===== config.mk =====
export PLATFORM = sky130hd
export DESIGN_NAME = sequenced_frame_deframer_unit
export DESIGN_NICKNAME = d
export VERILOG_FILES = /design/src/design/sfd_pkg.sv /design/src/design/sequenced_frame_deframer_unit.sv /design/src/design/sfd_parser.sv
export SDC_FILE = /design/constraint.sdc
export NUM_CORES = 1
export LEC_CHECK = 0
export BUFFER_PORTS_ARGS = -buffer_cell sky130_fd_sc_hd__buf_2
export CAP_MARGIN = 20
export CORE_UTILIZATION = 35
export DETAILED_ROUTE_END_ITERATION = 16
export PLACE_DENSITY = 0.52
export SETUP_SLACK_MARGIN = 0.3
export SLEW_MARGIN = 20
export SYNTH_ARGS = -nofsm -noshare
export SYNTH_HDL_FRONTEND = slang
export SYNTH_SLANG_ARGS = --single-unit

===== constraint.sdc =====
create_clock -name aclk -period 3.35 [get_ports aclk]
set_clock_uncertainty 0.1 [all_clocks]
set_input_delay 0.1675 -clock aclk [delete_from_list [all_inputs] [get_ports aclk]]
set_output_delay 0.1675 -clock aclk [all_outputs]
set_load 0.01 [all_outputs]

===== src/design/sfd_pkg.sv =====
package sfd_pkg;

    localparam int MAX_PAYLOAD = 32;

    // Widths of the register and payload fields
    localparam int BYTE_W   = 8;
    localparam int LEN_W    = 6;
    localparam int INDEX_W  = 5;
    localparam int STATUS_W = 2;
    localparam int COUNT_W  = $clog2(MAX_PAYLOAD + 1);
    localparam int CFG_IDX_W = 2;

    // Configuration register indexes
    localparam logic [CFG_IDX_W-1:0] REG_HEADER_BYTE    = 2'd0;
    localparam logic [CFG_IDX_W-1:0] REG_PAYLOAD_LENGTH = 2'd1;
    localparam logic [CFG_IDX_W-1:0] REG_STALE_CHECK    = 2'd2;

    // Register reset values
    localparam logic [BYTE_W-1:0] HEADER_RESET = 8'hAA;
    localparam logic [LEN_W-1:0]  LENGTH_RESET = 6'd20;
    localparam logic              STALE_RESET  = 1'b1;

    // Result kinds
    localparam logic KIND_PAYLOAD = 1'b0;
    localparam logic KIND_END     = 1'b1;

    // Frame status codes
    localparam logic [STATUS_W-1:0] ST_GOOD  = 2'd0;
    localparam logic [STATUS_W-1:0] ST_STALE = 2'd1;
    localparam logic [STATUS_W-1:0] ST_BAD   = 2'd2;

    typedef struct packed {
        logic                valid;
        logic                kind;
        logic [INDEX_W-1:0]  index;
        logic [BYTE_W-1:0]   value;
        logic [STATUS_W-1:0] status;
        logic                last;
    } sfd_result_t;

    // Clamp the programmed length into 1..MAX_PAYLOAD
    function automatic logic [COUNT_W-1:0] eff_length(input logic [LEN_W-1:0] len);
        logic [COUNT_W-1:0] n;
        if (len == '0) begin
            n = COUNT_W'(1);
        end else if (32'(len) > MAX_PAYLOAD) begin
            n = COUNT_W'(MAX_PAYLOAD);
        end else begin
            n = COUNT_W'(len);
        end
        return n;
    endfunction

endpackage


===== src/design/sequenced_frame_deframer_unit.sv =====
// Sequenced frame deframer with an 8-bit additive checksum.
//
// Input channel (s_valid/s_ready/s_rx_byte): one received link byte per
// transaction. The block hunts for two header bytes, takes a sequence byte,
// payload_length payload bytes (clamped to 1..MAX_PAYLOAD) and a checksum byte.
// Result channel (m_valid/m_ready/m_*): one transaction per payload byte
// (kind 0, with its index) and one end-of-frame transaction (kind 1) with
// status good, stale sequence or bad checksum. Header bytes, accepted sequence
// bytes and broken headers produce nothing.
// Configuration channel (cfg_valid/cfg_ready/cfg_index/cfg_data): write
// header_byte (0), payload_length (1), stale_check (2) while idle; always ready.
// Latency: a result is presented the cycle after its byte is accepted.
// Throughput: one byte per cycle while s_ready is high; the parse step is one compare, one add and
// a phase update between the state registers and the result register.
// Stall: s_ready drops only while a result sits in the output register and
// m_ready is low; the held result stays unchanged until taken.
// Reset: aresetn (synchronous, active low) restores register defaults
// (0xAA, 20, 1), returns to header hunt and clears the last sequence to 0.
module sequenced_frame_deframer_unit (
    input  logic                           aclk,
    input  logic                           aresetn,
    // received byte channel
    input  logic                           s_valid,
    output logic                           s_ready,
    input  logic [sfd_pkg::BYTE_W-1:0]     s_rx_byte,
    // result channel
    output logic                           m_valid,
    input  logic                           m_ready,
    output logic                           m_result_kind,
    output logic [sfd_pkg::INDEX_W-1:0]    m_payload_index,
    output logic [sfd_pkg::BYTE_W-1:0]     m_payload_value,
    output logic [sfd_pkg::STATUS_W-1:0]   m_frame_status,
    output logic                           m_frame_last,
    // configuration write channel
    input  logic                           cfg_valid,
    output logic                           cfg_ready,
    input  logic [sfd_pkg::CFG_IDX_W-1:0]  cfg_index,
    input  logic [sfd_pkg::BYTE_W-1:0]     cfg_data
);
    import sfd_pkg::*;

    logic [BYTE_W-1:0] header_reg;
    logic [LEN_W-1:0]  length_reg;
    logic              stale_reg;

    logic        byte_take;
    sfd_result_t result;
    sfd_result_t out_reg;
    logic        out_valid_reg, out_valid_next;

    // Accept a byte whenever the output slot is free or drains this cycle
    assign s_ready   = !out_valid_reg || m_ready;
    assign byte_take = s_valid && s_ready;
    assign cfg_ready = 1'b1;

    // Configuration registers; unknown index is dropped
    always_ff @(posedge aclk) begin
        if (!aresetn) begin
            header_reg <= HEADER_RESET;
            length_reg <= LENGTH_RESET;
            stale_reg  <= STALE_RESET;
        end else if (cfg_valid && cfg_ready) begin
            unique case (cfg_index)
                REG_HEADER_BYTE:    header_reg <= cfg_data;
                REG_PAYLOAD_LENGTH: length_reg <= cfg_data[LEN_W-1:0];
                REG_STALE_CHECK:    stale_reg  <= cfg_data[0];
                default: ;
            endcase
        end
    end

    sfd_parser u_parser (
        .aclk           (aclk),
        .aresetn        (aresetn),
        .byte_take      (byte_take),
        .rx_byte        (s_rx_byte),
        .header_byte    (header_reg),
        .payload_length (length_reg),
        .stale_check    (stale_reg),
        .result         (result)
    );

    // Output register: load a fresh result, otherwise hold until taken
    always_comb begin
        out_valid_next = out_valid_reg;
        if (m_ready) begin
            out_valid_next = 1'b0;
        end
        if (result.valid) begin
            out_valid_next = 1'b1;
        end
    end

    always_ff @(posedge aclk) begin
        if (!aresetn) begin
            out_valid_reg <= 1'b0;
        end else begin
            out_valid_reg <= out_valid_next;
        end
    end

    // Payload half needs no reset
    always_ff @(posedge aclk) begin
        if (result.valid) begin
            out_reg <= result;
        end
    end

    assign m_valid         = out_valid_reg;
    assign m_result_kind   = out_reg.kind;
    assign m_payload_index = out_reg.index;
    assign m_payload_value = out_reg.value;
    assign m_frame_status  = out_reg.status;
    assign m_frame_last    = out_reg.last;

    a_free_slot_ready: assert property (@(posedge aclk) disable iff (!aresetn)
        !out_valid_reg |-> s_ready)
        else $error("input stalled with empty output slot");

    a_last_is_end: assert property (@(posedge aclk) disable iff (!aresetn)
        m_valid |-> m_frame_last == m_result_kind)
        else $error("frame_last disagrees with result kind");

    a_payload_good: assert property (@(posedge aclk) disable iff (!aresetn)
        m_valid && m_result_kind == KIND_PAYLOAD |-> m_frame_status == ST_GOOD)
        else $error("payload result carries a nonzero status");

    a_end_clean: assert property (@(posedge aclk) disable iff (!aresetn)
        m_valid && m_result_kind == KIND_END
        |-> m_payload_index == '0 && m_payload_value == '0)
        else $error("end-of-frame result carries payload data");

endmodule


===== src/design/sfd_parser.sv =====
module sfd_parser (
    input  logic                        aclk,
    input  logic                        aresetn,
    input  logic                        byte_take,
    input  logic [sfd_pkg::BYTE_W-1:0]  rx_byte,
    input  logic [sfd_pkg::BYTE_W-1:0]  header_byte,
    input  logic [sfd_pkg::LEN_W-1:0]   payload_length,
    input  logic                        stale_check,
    output sfd_pkg::sfd_result_t        result
);
    import sfd_pkg::*;

    localparam logic [2:0] PH_HUNT1 = 3'd0;
    localparam logic [2:0] PH_HUNT2 = 3'd1;
    localparam logic [2:0] PH_SEQ   = 3'd2;
    localparam logic [2:0] PH_DATA  = 3'd3;
    localparam logic [2:0] PH_CHECK = 3'd4;

    logic [2:0]         phase_reg, phase_next;
    logic [COUNT_W-1:0] count_reg, count_next;
    logic [BYTE_W-1:0]  sum_reg, sum_next;
    logic [BYTE_W-1:0]  last_seq_reg, last_seq_next;
    logic [COUNT_W-1:0] eff_len;
    logic [COUNT_W-1:0] count_inc;
    logic               take_checksum;
    sfd_result_t        res;

    assign eff_len   = eff_length(payload_length);
    assign count_inc = count_reg + COUNT_W'(1);

    always_comb begin
        phase_next    = phase_reg;
        count_next    = count_reg;
        sum_next      = sum_reg;
        last_seq_next = last_seq_reg;
        take_checksum = 1'b0;
        res           = '0;
        unique case (phase_reg)
            PH_HUNT1: begin
                if (rx_byte == header_byte) begin
                    sum_next   = rx_byte;
                    phase_next = PH_HUNT2;
                end
            end
            PH_HUNT2: begin
                if (rx_byte == header_byte) begin
                    sum_next   = sum_reg + rx_byte;
                    phase_next = PH_SEQ;
                end else begin
                    phase_next = PH_HUNT1;
                end
            end
            PH_SEQ: begin
                if (stale_check && rx_byte == last_seq_reg) begin
                    phase_next = PH_HUNT1;
                    res.valid  = 1'b1;
                    res.kind   = KIND_END;
                    res.status = ST_STALE;
                    res.last   = 1'b1;
                end else begin
                    last_seq_next = rx_byte;
                    sum_next      = sum_reg + rx_byte;
                    count_next    = '0;
                    phase_next    = PH_DATA;
                end
            end
            PH_DATA: begin
                // length may have shrunk below what was taken: treat as checksum
                if (count_reg >= eff_len) begin
                    take_checksum = 1'b1;
                end else begin
                    res.valid  = 1'b1;
                    res.kind   = KIND_PAYLOAD;
                    res.index  = count_reg[INDEX_W-1:0];
                    res.value  = rx_byte;
                    sum_next   = sum_reg + rx_byte;
                    count_next = count_inc;
                    if (count_inc >= eff_len) begin
                        phase_next = PH_CHECK;
                    end
                end
            end
            PH_CHECK: begin
                take_checksum = 1'b1;
            end
            default: begin
                phase_next = PH_HUNT1;
            end
        endcase

        if (take_checksum) begin
            phase_next = PH_HUNT1;
            res.valid  = 1'b1;
            res.kind   = KIND_END;
            res.status = (rx_byte == sum_reg) ? ST_GOOD : ST_BAD;
            res.last   = 1'b1;
        end
    end

    assign result = byte_take ? res : '0;

    always_ff @(posedge aclk) begin
        if (!aresetn) begin
            phase_reg    <= PH_HUNT1;
            count_reg    <= '0;
            sum_reg      <= '0;
            last_seq_reg <= '0;
        end else if (byte_take) begin
            phase_reg    <= phase_next;
            count_reg    <= count_next;
            sum_reg      <= sum_next;
            last_seq_reg <= last_seq_next;
        end
    end

    // Check phase is only entered after at least one payload byte was taken
    a_count_bound: assert property (@(posedge aclk) disable iff (!aresetn)
        phase_reg == PH_CHECK |-> count_reg != '0)
        else $error("check phase entered with no payload taken");

    a_phase_range: assert property (@(posedge aclk) disable iff (!aresetn)
        count_reg <= COUNT_W'(MAX_PAYLOAD))
        else $error("payload count beyond maximum");

    a_stale_keeps_seq: assert property (@(posedge aclk) disable iff (!aresetn)
        byte_take && result.valid && result.status == ST_STALE
        |=> last_seq_reg == $past(last_seq_reg))
        else $error("stale frame overwrote last sequence");

endmodule

==> results of run 1 <==
cell usage after synthesis, types with 3 or more instances:
master     n
inv_1      8
ha_1      20
o21ai_1    6
o21a_1     3
dfxtp_1   41
nand2b_1   5
a21o_1     3
nor4_1     4
xnor2_1   11
nand4_1    3
and2_1    10
nand2_1   35
a21oi_1   13
clkbuf_1  10
nor2_1    37
a31oi_1    3
nor3_1     7
nor2b_1    4
nand3_1    4
edfxtp_1  17
o21ai_0   12
mux2i_1   30
xor2_1    14
logic make-up (layout without fill, tap and decap cells):
| group | Yosys count | after routing | synth area share (%) |
|---|---|---|---|
| buffers and inverters | 25 | 77 | 3.50 |
| AND/OR/NAND/NOR | 125 | 125 | 19.8 |
| other | 1 | 1 | 0.115 |
| XOR/XNOR | 25 | 25 | 6.73 |
| flip-flops | 58 | 58 | 40.9 |
| adder cells (fa/ha/maj) | 21 | 21 | 8.31 |
| AO/OA/AOI/OAI | 57 | 57 | 11.0 |
| multiplexers | 31 | 31 | 9.58 |
through the flow:
step                      cell area [um2]  std cells  power, mW
final                                3770        503       1.37
after global routing                 3770        503       1.43
after CTS                            3770        503       1.39
after detailed placement             3530        478      0.850
after global placement               3530        478      0.849
after floorplan                      3250        343      0.812
worst max-delay path, cell delays in order (launching register included):
cell and delay, ns:
dfxtp_1 0.32, nor4_1 0.28, nor2_1 0.06, nor2_1 0.14, ha_1 0.26, nand2b_1 0.14, a31oi_1 0.16, o21ai_1 0.12
or2_1 0.32, o21ai_1 0.30, mux2i_1 0.23, nor2_1 0.05
per-layer routing:
metal  track usage (%)  vias to the layer above  part of all wire, %
li1                  -                     1303                    -
met1              22.6                     1163                   50
met2              25.2                       70                   43
met3              3.05                       10                  5.0
met4              7.92                        0                  1.9
met5                 0                        -                    0
final cells by class:
type | count | area, um2 | share of cell area [%]
clock buffers | 11 | 131 | 3.48
clock inverters | 5 | 21.3 | 0.564
inverters | 9 | 33.8 | 0.895
multi-input cells | 260 | 1810 | 48.0
flip-flops and latches | 58 | 1330 | 35.3
well taps | 108 | 135 | 3.58
repair buffers | 52 | 310 | 8.22
power breakdown:
| group | total (mW) | switching [mW] | leakage (nW) | internal, mW |
|---|---|---|---|---|
| logic | 0.112 | 0.0649 | 1.03 | 0.0473 |
| clock network | 0.525 | 0.267 | 0.0796 | 0.258 |
| registers | 0.730 | 0.00534 | 0.489 | 0.724 |
what timing repair did:
| item | 4_1_cts | 5_1_grt |
|---|---|---|
| setup endpoints to repair | 0 | 2 |
| hold buffers | 9 | 0 |
| hold endpoints to repair | 14 | 0 |
| resized for setup | 0 | 1 |
final timing paths:
kind / start / end / slack [ns]
max: length_reg[1] / u_parser.phase_reg[0] / 0.74
min reg2reg: u_parser.count_reg[5] / u_parser.count_reg[5] / 0.40
max reg2reg: length_reg[1] / u_parser.phase_reg[0] / 0.74
min: m_ready / m_valid / 0.07
==> reports/results.txt, run 1 <==
mapped cell area = 3250 um2
Hold Path Depth = 3
core footprint = 8850 um2
Worst-Margin Slew = 0.780 ns
final-report setup violation count = 0
CTS sink count = 58
Iter 0 DRT Violations = 107
Max Slew Vio Count = 0
full die area = 9680 um2
synth warn = 0
residual DRC count = 6
initial core utilization = 36.8%
RSZ-0062 raised after global routing = false
later-pin clock latency in the skew report = 0.34 ns
Setup WS post-layout = 0.737 ns
dpl ws = 0.570 ns
Die H = 98.4 um
Distinct cells, synth = 56
Clk Tree Root Cell = clkbuf_8
largest area contributor in the netlist = dfxtp_1
#FFs+latches synth = 58
Worst Hold Class = in2reg
Synth Flop Type = dfxtp_1
setup bufs post-CTS = 0
# fillers = 901
Startpoint Class = register
TritonRoute pass-1 iters = 11
R2R depth = 11
Yosys top cell area share = 25.2%
max-cap violations = 0
IO Pins = 43
vias per cell = 5.06
chip width = 98.4 um
Setup TNS = 0 ns
Final Cycle Share = 78.0%
initial antenna violation count = 0
Detail Route Antenna Nets = 0
Post-synth EDFFs = 17
Critical Path AT = 2.72 ns
final hold slack = 0.0667 ns
GPL Wtd Cong = 0.790
cts bufs inserted = 9
vias in the first global route = 2,482
CP endpoint kind = register
via count = 2,546
ys async rst share = 0%
endpoints failing hold = 0
gr usage total = 16.5%
LEAKAGE = 1.60 nW
failing checks = design-rule violations
proportion of layout cells with a drive suffix above 1 = 16.7%
Syn Nets = 387
clock transition at the registers of the reported paths = 0.06 ns
Worst EP required = 3.46 ns
Max-slew headroom = 47.6%
port bufs = 41
IR drop worst, VDD = 0.147 mV
crit path kind = reg2reg
Clock Tree Buf Depth = 2
FMAX = 0.383 GHz
Syn Inst Count = 343
status = finished, violations left
remaining global-route overflow = 0
H-tree levels = 3
TritonCTS clock tree = done
Layout area overhead = 16.0%
Core Util, Final = 42.6%
WL/cell = 14.3 um
sequential-to-total area share from yosys stat = 40.9%
top cells by area, synth = dfxtp_1, edfxtp_1, mux2i_1, ha_1, nor2_1
global-route wire length before repair = 12.4 mm
Detailed Route WL = 7.21 mm
largest net degree at the start of global routing = 29
Post-layout nets = 434
ANT cells = 0
DP HPWL = 5.30 mm
Synth Area per Inst = 9.48 um2
power density cells = 362 nW/um2
Site Rows = 34
minimum clock period = 2.61 ns
highest-count cells in the layout ignoring fill and taps = dfxtp_1, buf_2, nor2_1
crit path max fanout = 7
Power figures use the tool's default switching activity.
==> run 2, diff against run 1 <==
Settings changed: PLACE_DENSITY 0.52 to 0.54.
Clock period 3.35 ns to 2.38 ns, I/O delays scaled along.
==> run 2 against run 1 <==
Effect of this change:
- the run still ends with design-rule violations left
- combinational power increased by 60%
- worst setup slack got worse by 0.69 ns
- total power increased by 52%
- global-route usage increased by 0.25 points
- wire length increased by 5.3%
- via count increased by 3.5%
- die area unchanged
- largest cell class unchanged
- largest power group unchanged
- highest routed layer unchanged
==> reports/results.txt, run 2 (same netlist as run 1, synthesis figures left out) <==
status = finished, violations left
failing checks = design-rule violations
remaining global-route overflow = 0 (unchanged)
Hold Path Depth = 3 (unchanged)
Worst-Margin Slew = 0.587 ns (-0.192 ns)
final-report setup violation count = 0 (unchanged)
final hold slack = 0.0302 ns (-0.0365 ns)
Die H = 98.4 um (unchanged)
global-route wire length before repair = 12.6 mm (+1.6%)
TritonRoute pass-1 iters = 12 (+1)
chip width = 98.4 um (unchanged)
Crit Reg-Reg Startpoint = length_reg[1]
min-delay src = m_ready
ANT cells = 0 (unchanged)
cts bufs inserted = 9 (unchanged)
clock network fraction of design power = 41.9% (+3.5 points)
worst-path cell chain = nor4_2 > nor2_1 > nor2_2 > ha_1 > nand2b_4 > a31oi_4 > o21ai_2 > or2_4 > o21ai_4 > mux2i_1 > nor2_1
Hold EP = m_valid
Startpoint Class = register
Setup WS post-layout = 0.0475 ns (-0.689 ns)
CP peak stage delay = 0.32 ns (about the same)
LEAKAGE = 1.79 nW (+12%)
FMAX = 0.429 GHz (+12%)
Site Rows = 34 (unchanged)
Iter 0 DRT Violations = 93 (-13%)
Final Cycle Share = 98.0% (+20 points)
WL/cell = 14.3 um (-0.48%)
multi-input logic area = 1950 um2 (+7.9%)
Clock Tree Buf Depth = 2 (unchanged)
worst reg-to-reg setup slack = 0.05 ns (-0.69 ns)
Max Slew Vio Count = 0 (unchanged)
via count = 2,635 (+3.5%)
crit path max fanout = 6 (-1)
R2R depth = 11 (unchanged)
highest-count cells in the layout ignoring fill and taps = buf_2, dfxtp_1, nor2_1
combinational power share = 8.6% (+0.4 points)
power density cells = 498 nW/um2 (+38%)
dpl ws = -0.0767 ns (-0.647 ns)
RSZ-0062 raised after global routing = true
residual DRC count = 2 (-4)
initial antenna violation count = 0 (unchanged)
vias in the first global route = 2,575 (+3.7%)
port bufs = 41 (unchanged)
Flop pwr share = 49.5% (-3.9 points)
Critical Path AT = 2.43 ns (-0.29 ns)
H-tree levels = 3 (unchanged)
Layout area overhead = 27.8%
IO Pins = 43 (unchanged)
commonest non-fill, non-tap cell in the layout = buf_2
vias per cell = 4.95 (-2.1%)
Max-slew headroom = 60.8% (+13 points)
IR drop worst, VDD = 0.360 mV (+150%)
Post-layout nets = 463 (+6.7%)
later-pin clock latency in the skew report = 0.34 ns (about the same)
clock transition at the registers of the reported paths = 0.07 ns (about the same)
core footprint = 8850 um2 (unchanged)
# fillers = 863 (-4.2%)
crit path kind = reg2reg
DP HPWL = 5.32 mm (+0.39%)
CP endpoint kind = register
Worst EP required = 2.48 ns (-0.98 ns)
Crit-path slowest cell = dfxtp_2
Worst Hold Class = in2reg
Internal = 1.57 mW (+52%)
CP dominant cell by count = nor2_1
FF+latch area = 1330 um2 (about the same)
initial core utilization = 36.8% (unchanged)
Net Switching = 0.505 mW (+50%)
endpoints failing hold = 0 (unchanged)
gr usage total = 16.8% (+0.25 points)
CTS sink count = 58 (unchanged)
TritonCTS clock tree = done
minimum clock period = 2.33 ns (-0.281 ns)
proportion of layout cells with a drive suffix above 1 = 27.8% (+11 points)
Setup TNS = 0 ns (unchanged)
Detail Route Antenna Nets = 0 (unchanged)
sw frac = 24.4% (-0.31 points)
full die area = 9680 um2 (unchanged)
max-cap violations = 0 (unchanged)
Clk Tree Root Cell = clkbuf_8
Detailed Route WL = 7.59 mm (+5.3%)
GPL Wtd Cong = 0.799 (+1.1%)
largest net degree at the start of global routing = 29 (unchanged)
reg-to-reg endpoint = u_parser.phase_reg[0]
run 2: how the worst max path moves through the flow:
stage | end | slack [ns] | start | cells after the start
after CTS | u_parser.sum_reg[7] | 0.02 | length_reg[1] | 12
final | u_parser.phase_reg[0] | 0.05 | length_reg[1] | 11
after detailed placement | u_parser.sum_reg[7] | -0.08 | length_reg[4] | 12
after global routing | u_parser.sum_reg[7] | -0.12 | length_reg[1] | 12
after global placement | u_parser.sum_reg[7] | -0.04 | length_reg[4] | 12
after floorplan | m_payload_value[5] | 0.07 | length_reg[4] | 12
run 2: critical path, delay by kind of cell (launching register included):
family	cells	cell delay [ns]
muxes	1	0.20
DFF	1	0.32
AOI/OAI and AO/OA	3	0.37
adders and majority gates	1	0.26
and+or+nand+nor	6	0.96
run 2: what timing repair did:
action | 4_1_cts | 5_1_grt
setup endpoints to repair | 50 | 41
resized for setup | 15 | 12
endpoints found under the hold margin | 16 | 0
gates cloned | 2 | 0
buffers inserted | 2 | 3
hold buffers | 9 | 0
pin swaps | 14 | 7
run 2: power by group through the flow:
stage	Combinational, mW	Sequential [mW]	Clock (mW)
2_1_floorplan	0.0976	1.05	0
3_5_place_dp	0.161	1.05	0
5_1_grt	0.200	1.03	0.940
3_3_place_gp	0.159	1.05	0
6_report	0.179	1.03	0.868
4_1_cts	0.176	1.03	0.897
run 2: through the flow:
step	utilization, %	instances	total power [mW]	cell area [um2]
final	47.0	532	2.07	4160
after global routing	47.0	532	2.17	4160
after CTS	46.2	529	2.10	4090
after detailed placement	42.1	500	1.21	3720
after global placement	42.1	500	1.21	3720
after floorplan	-	343	1.14	3300
run 2: cell type report:
class,count,share of cell area (%)
Multi-Input combinational cell,262,47.0
Sequential cell,58,32.0
Clock inverter,7,1.44
Timing Repair Buffer,79,12.5
Inverter,9,0.812
Clock buffer,9,2.98
Tap cell,108,3.25
run 2: routing by layer:
| layer | track usage, % | part of all wire, % | up-vias |
|---|---|---|---|
| li1 | - | - | 1367 |
| met1 | 22.6 | 50 | 1210 |
| met2 | 27.0 | 46 | 53 |
| met3 | 3.40 | 3.3 | 5 |
| met4 | 5.40 | 0.70 | 0 |
| met5 | 0 | 0 | - |
==> run 3, diff against run 2 <==
Clock period 2.38 ns to 2 ns, I/O delays scaled along.
==> run 3 against run 2 <==
Effect of this change:
- the run ends with design-rule violations, negative setup slack left
- clock power increased by 15%
- die area unchanged
- via count up 4.1%
- global-route usage grew 0.61 points
- flip-flop and latch count did not move
- utilization is 4.8 points higher
- critical path depth unchanged
- final cell count up 5.5%
- wire length grew 3.0%
- maximum frequency is 0.17% higher
- critical path type unchanged
- largest cell class unchanged
- highest routed layer unchanged
==> reports/results.txt, run 3 (same netlist as run 1, synthesis figures left out) <==
initial antenna violation count = 0 (unchanged)
CP peak stage delay = 0.32 ns (about the same)
Worst-Margin Slew = 0.538 ns (-0.0496 ns)
Design Area, Final = 4590 um2 (+10%)
IO Pins = 43 (unchanged)
initial core utilization = 36.8% (unchanged)
CP dominant cell by count = nor2_1
Max-slew headroom = 64.1% (+3.3 points)
FMAX = 0.429 GHz (+0.17%)
Worst Hold Class = in2reg
proportion of layout cells with a drive suffix above 1 = 36.4% (+8.6 points)
Final Cycle Share = 116% (+18 points)
max-cap violations = 0 (unchanged)
gr usage total = 17.4% (+0.61 points)
core footprint = 8850 um2 (unchanged)
Top delay family on crit path = simple AND/OR/NAND/NOR gates
final hold slack = 0.0243 ns (-0.00587 ns)
LEAKAGE = 2.01 nW (+12%)
endpoints failing hold = 0 (unchanged)
# fillers = 825 (-4.4%)
vias per cell = 4.89 (-1.3%)
ANT cells = 0 (unchanged)
Setup TNS = -8.67 ns (-8.67 ns)
Startpoint Class = register
GPL Wtd Cong = 0.817 (+2.2%)
Buf/Inv on CP = 0 (unchanged)
highest-count cells in the layout ignoring fill and taps = buf_4, buf_2, nand2_1, nor2_1, dfxtp_1
later-pin clock latency in the skew report = 0.34 ns (about the same)
crit path kind = reg2reg
via count = 2,743 (+4.1%)
Site Rows = 34 (unchanged)
minimum clock period = 2.33 ns (-0.00398 ns)
Worst EP required = 2.10 ns (-0.38 ns)
final-report setup violation count = 33 (+33)
Clock Tree Buf Depth = 2 (unchanged)
failing checks = design-rule violations, negative setup slack
Detail Route Antenna Nets = 0 (unchanged)
chip width = 98.4 um (unchanged)
Pwr Total = 2.47 mW (+19%)
Critical Path AT = 2.43 ns (about the same)
Setup WS post-layout = -0.329 ns (-0.376 ns)
clock transition at the registers of the reported paths = 0.06 ns (about the same)
commonest non-fill, non-tap cell in the layout = buf_4
status = finished, violations left
post-route insts no fill = 561 (+5.5%)
power density cells = 538 nW/um2 (+8.0%)
Placed Area = 3950 um2 (+6.1%)
crit path max fanout = 5 (-1)
Post-layout nets = 492 (+6.3%)
CTS sink count = 58 (unchanged)
DP HPWL = 5.60 mm (+5.4%)
TritonRoute pass-1 iters = 10 (-2)
Clk Tree Root Cell = clkbuf_8
H-tree levels = 3 (unchanged)
Max Slew Vio Count = 0 (unchanged)
RSZ-0062 raised after global routing = true
Layout area overhead = 41.0%
vias in the first global route = 2,689 (+4.4%)
residual DRC count = 6 (+4)
Die H = 98.4 um (unchanged)
CP endpoint kind = register
cts bufs inserted = 9 (unchanged)
remaining global-route overflow = 0 (unchanged)
IR drop worst, VDD = 0.421 mV (+17%)
largest net degree at the start of global routing = 29 (unchanged)
Iter 0 DRT Violations = 103 (+11%)
port bufs = 41 (unchanged)
WL/cell = 13.9 um (-2.3%)
full die area = 9680 um2 (unchanged)
global-route wire length before repair = 13.1 mm (+3.6%)
worst-path cell chain = nor4_2 > nor2_1 > nor2_2 > ha_1 > nand2b_4 > a31oi_4 > o21ai_2 > or2_4 > o21ai_4 > mux2i_1 > nor2_1
Post-Place Cells = 527 (+5.4%)
TritonCTS clock tree = done
Detailed Route WL = 7.82 mm (+3.0%)
Crit-path slowest cell = dfxtp_2
## run 3: cell count changes in the layout (fill, tap and decap cells not counted), moves of 2 or more
cell       delta
xnor2_2       +8
buf_12        +3
buf_6         +8
clkinv_2      -2
dfxtp_2       +9
and2_4        -2
clkbuf_1      +2
clkbuf_16     +2
xnor2_1       -8
buf_4        +17
dfxtp_1       -9
## run 3: area by class of cell
cell class	instances	area, um2	share of cell area [%]
clock buffer	11	131	2.86
inverter	9	33.8	0.736
sequential	58	1340	29.3
tap	108	135	2.95
timing repair buffer	109	848	18.5
clock inverter	5	46.3	1.01
multi-input combinational	261	2050	44.7
## run 3: power by group
group | internal, mW | switching (mW) | total (mW)
registers | 1.21 | 0.00831 | 1.22
logic | 0.118 | 0.130 | 0.247
clock network | 0.561 | 0.439 | 0.999
total | 1.89 | 0.576 | 2.47
## run 3: final timing paths
path | to | start | cells after the start | slack [ns]
worst min-delay path | stale_reg | cfg_valid | 4 | 0.02
worst min register to register | u_parser.count_reg[0] | u_parser.count_reg[0] | 1 | 0.38
worst max register to register | u_parser.phase_reg[0] | length_reg[4] | 11 | -0.33
worst max-delay path | u_parser.phase_reg[0] | length_reg[4] | 11 | -0.33
## run 3: repair_timing
item	in CTS	in global routing
hold buffers	9	0
resized for setup	36	22
setup buffers	2	4
setup endpoints to repair	58	58
endpoints found under the hold margin	16	0
gates cloned	2	1
pin swaps	13	15
## run 3: per-stage QoR
step	util, %	worst slack [ns]
after floorplan	-	-0.314
after global placement	44.6	-0.376
after detailed placement	44.6	-0.441
after CTS	50.0	-0.341
after global routing	51.8	-0.485
final	51.8	-0.329
## run 3: per-layer routing
metal  GRT usage (%)  up-vias  routed length (um)
met4            7.00        0                 142
met3            3.90       12                 298
met1            22.6     1242                3890
met5               0        -                   0
li1                -     1427                   -
met2            28.1       62                3500
## run 3: worst reg2reg max path: cells and delay by family, from the launching register on
kind / cells / cell delay [ns]
AND/OR/NAND/NOR: 6 / 0.96
adder cells (fa/ha/maj): 1 / 0.27
AO/OA/AOI/OAI: 3 / 0.36
flip-flops: 1 / 0.32
multiplexers: 1 / 0.20
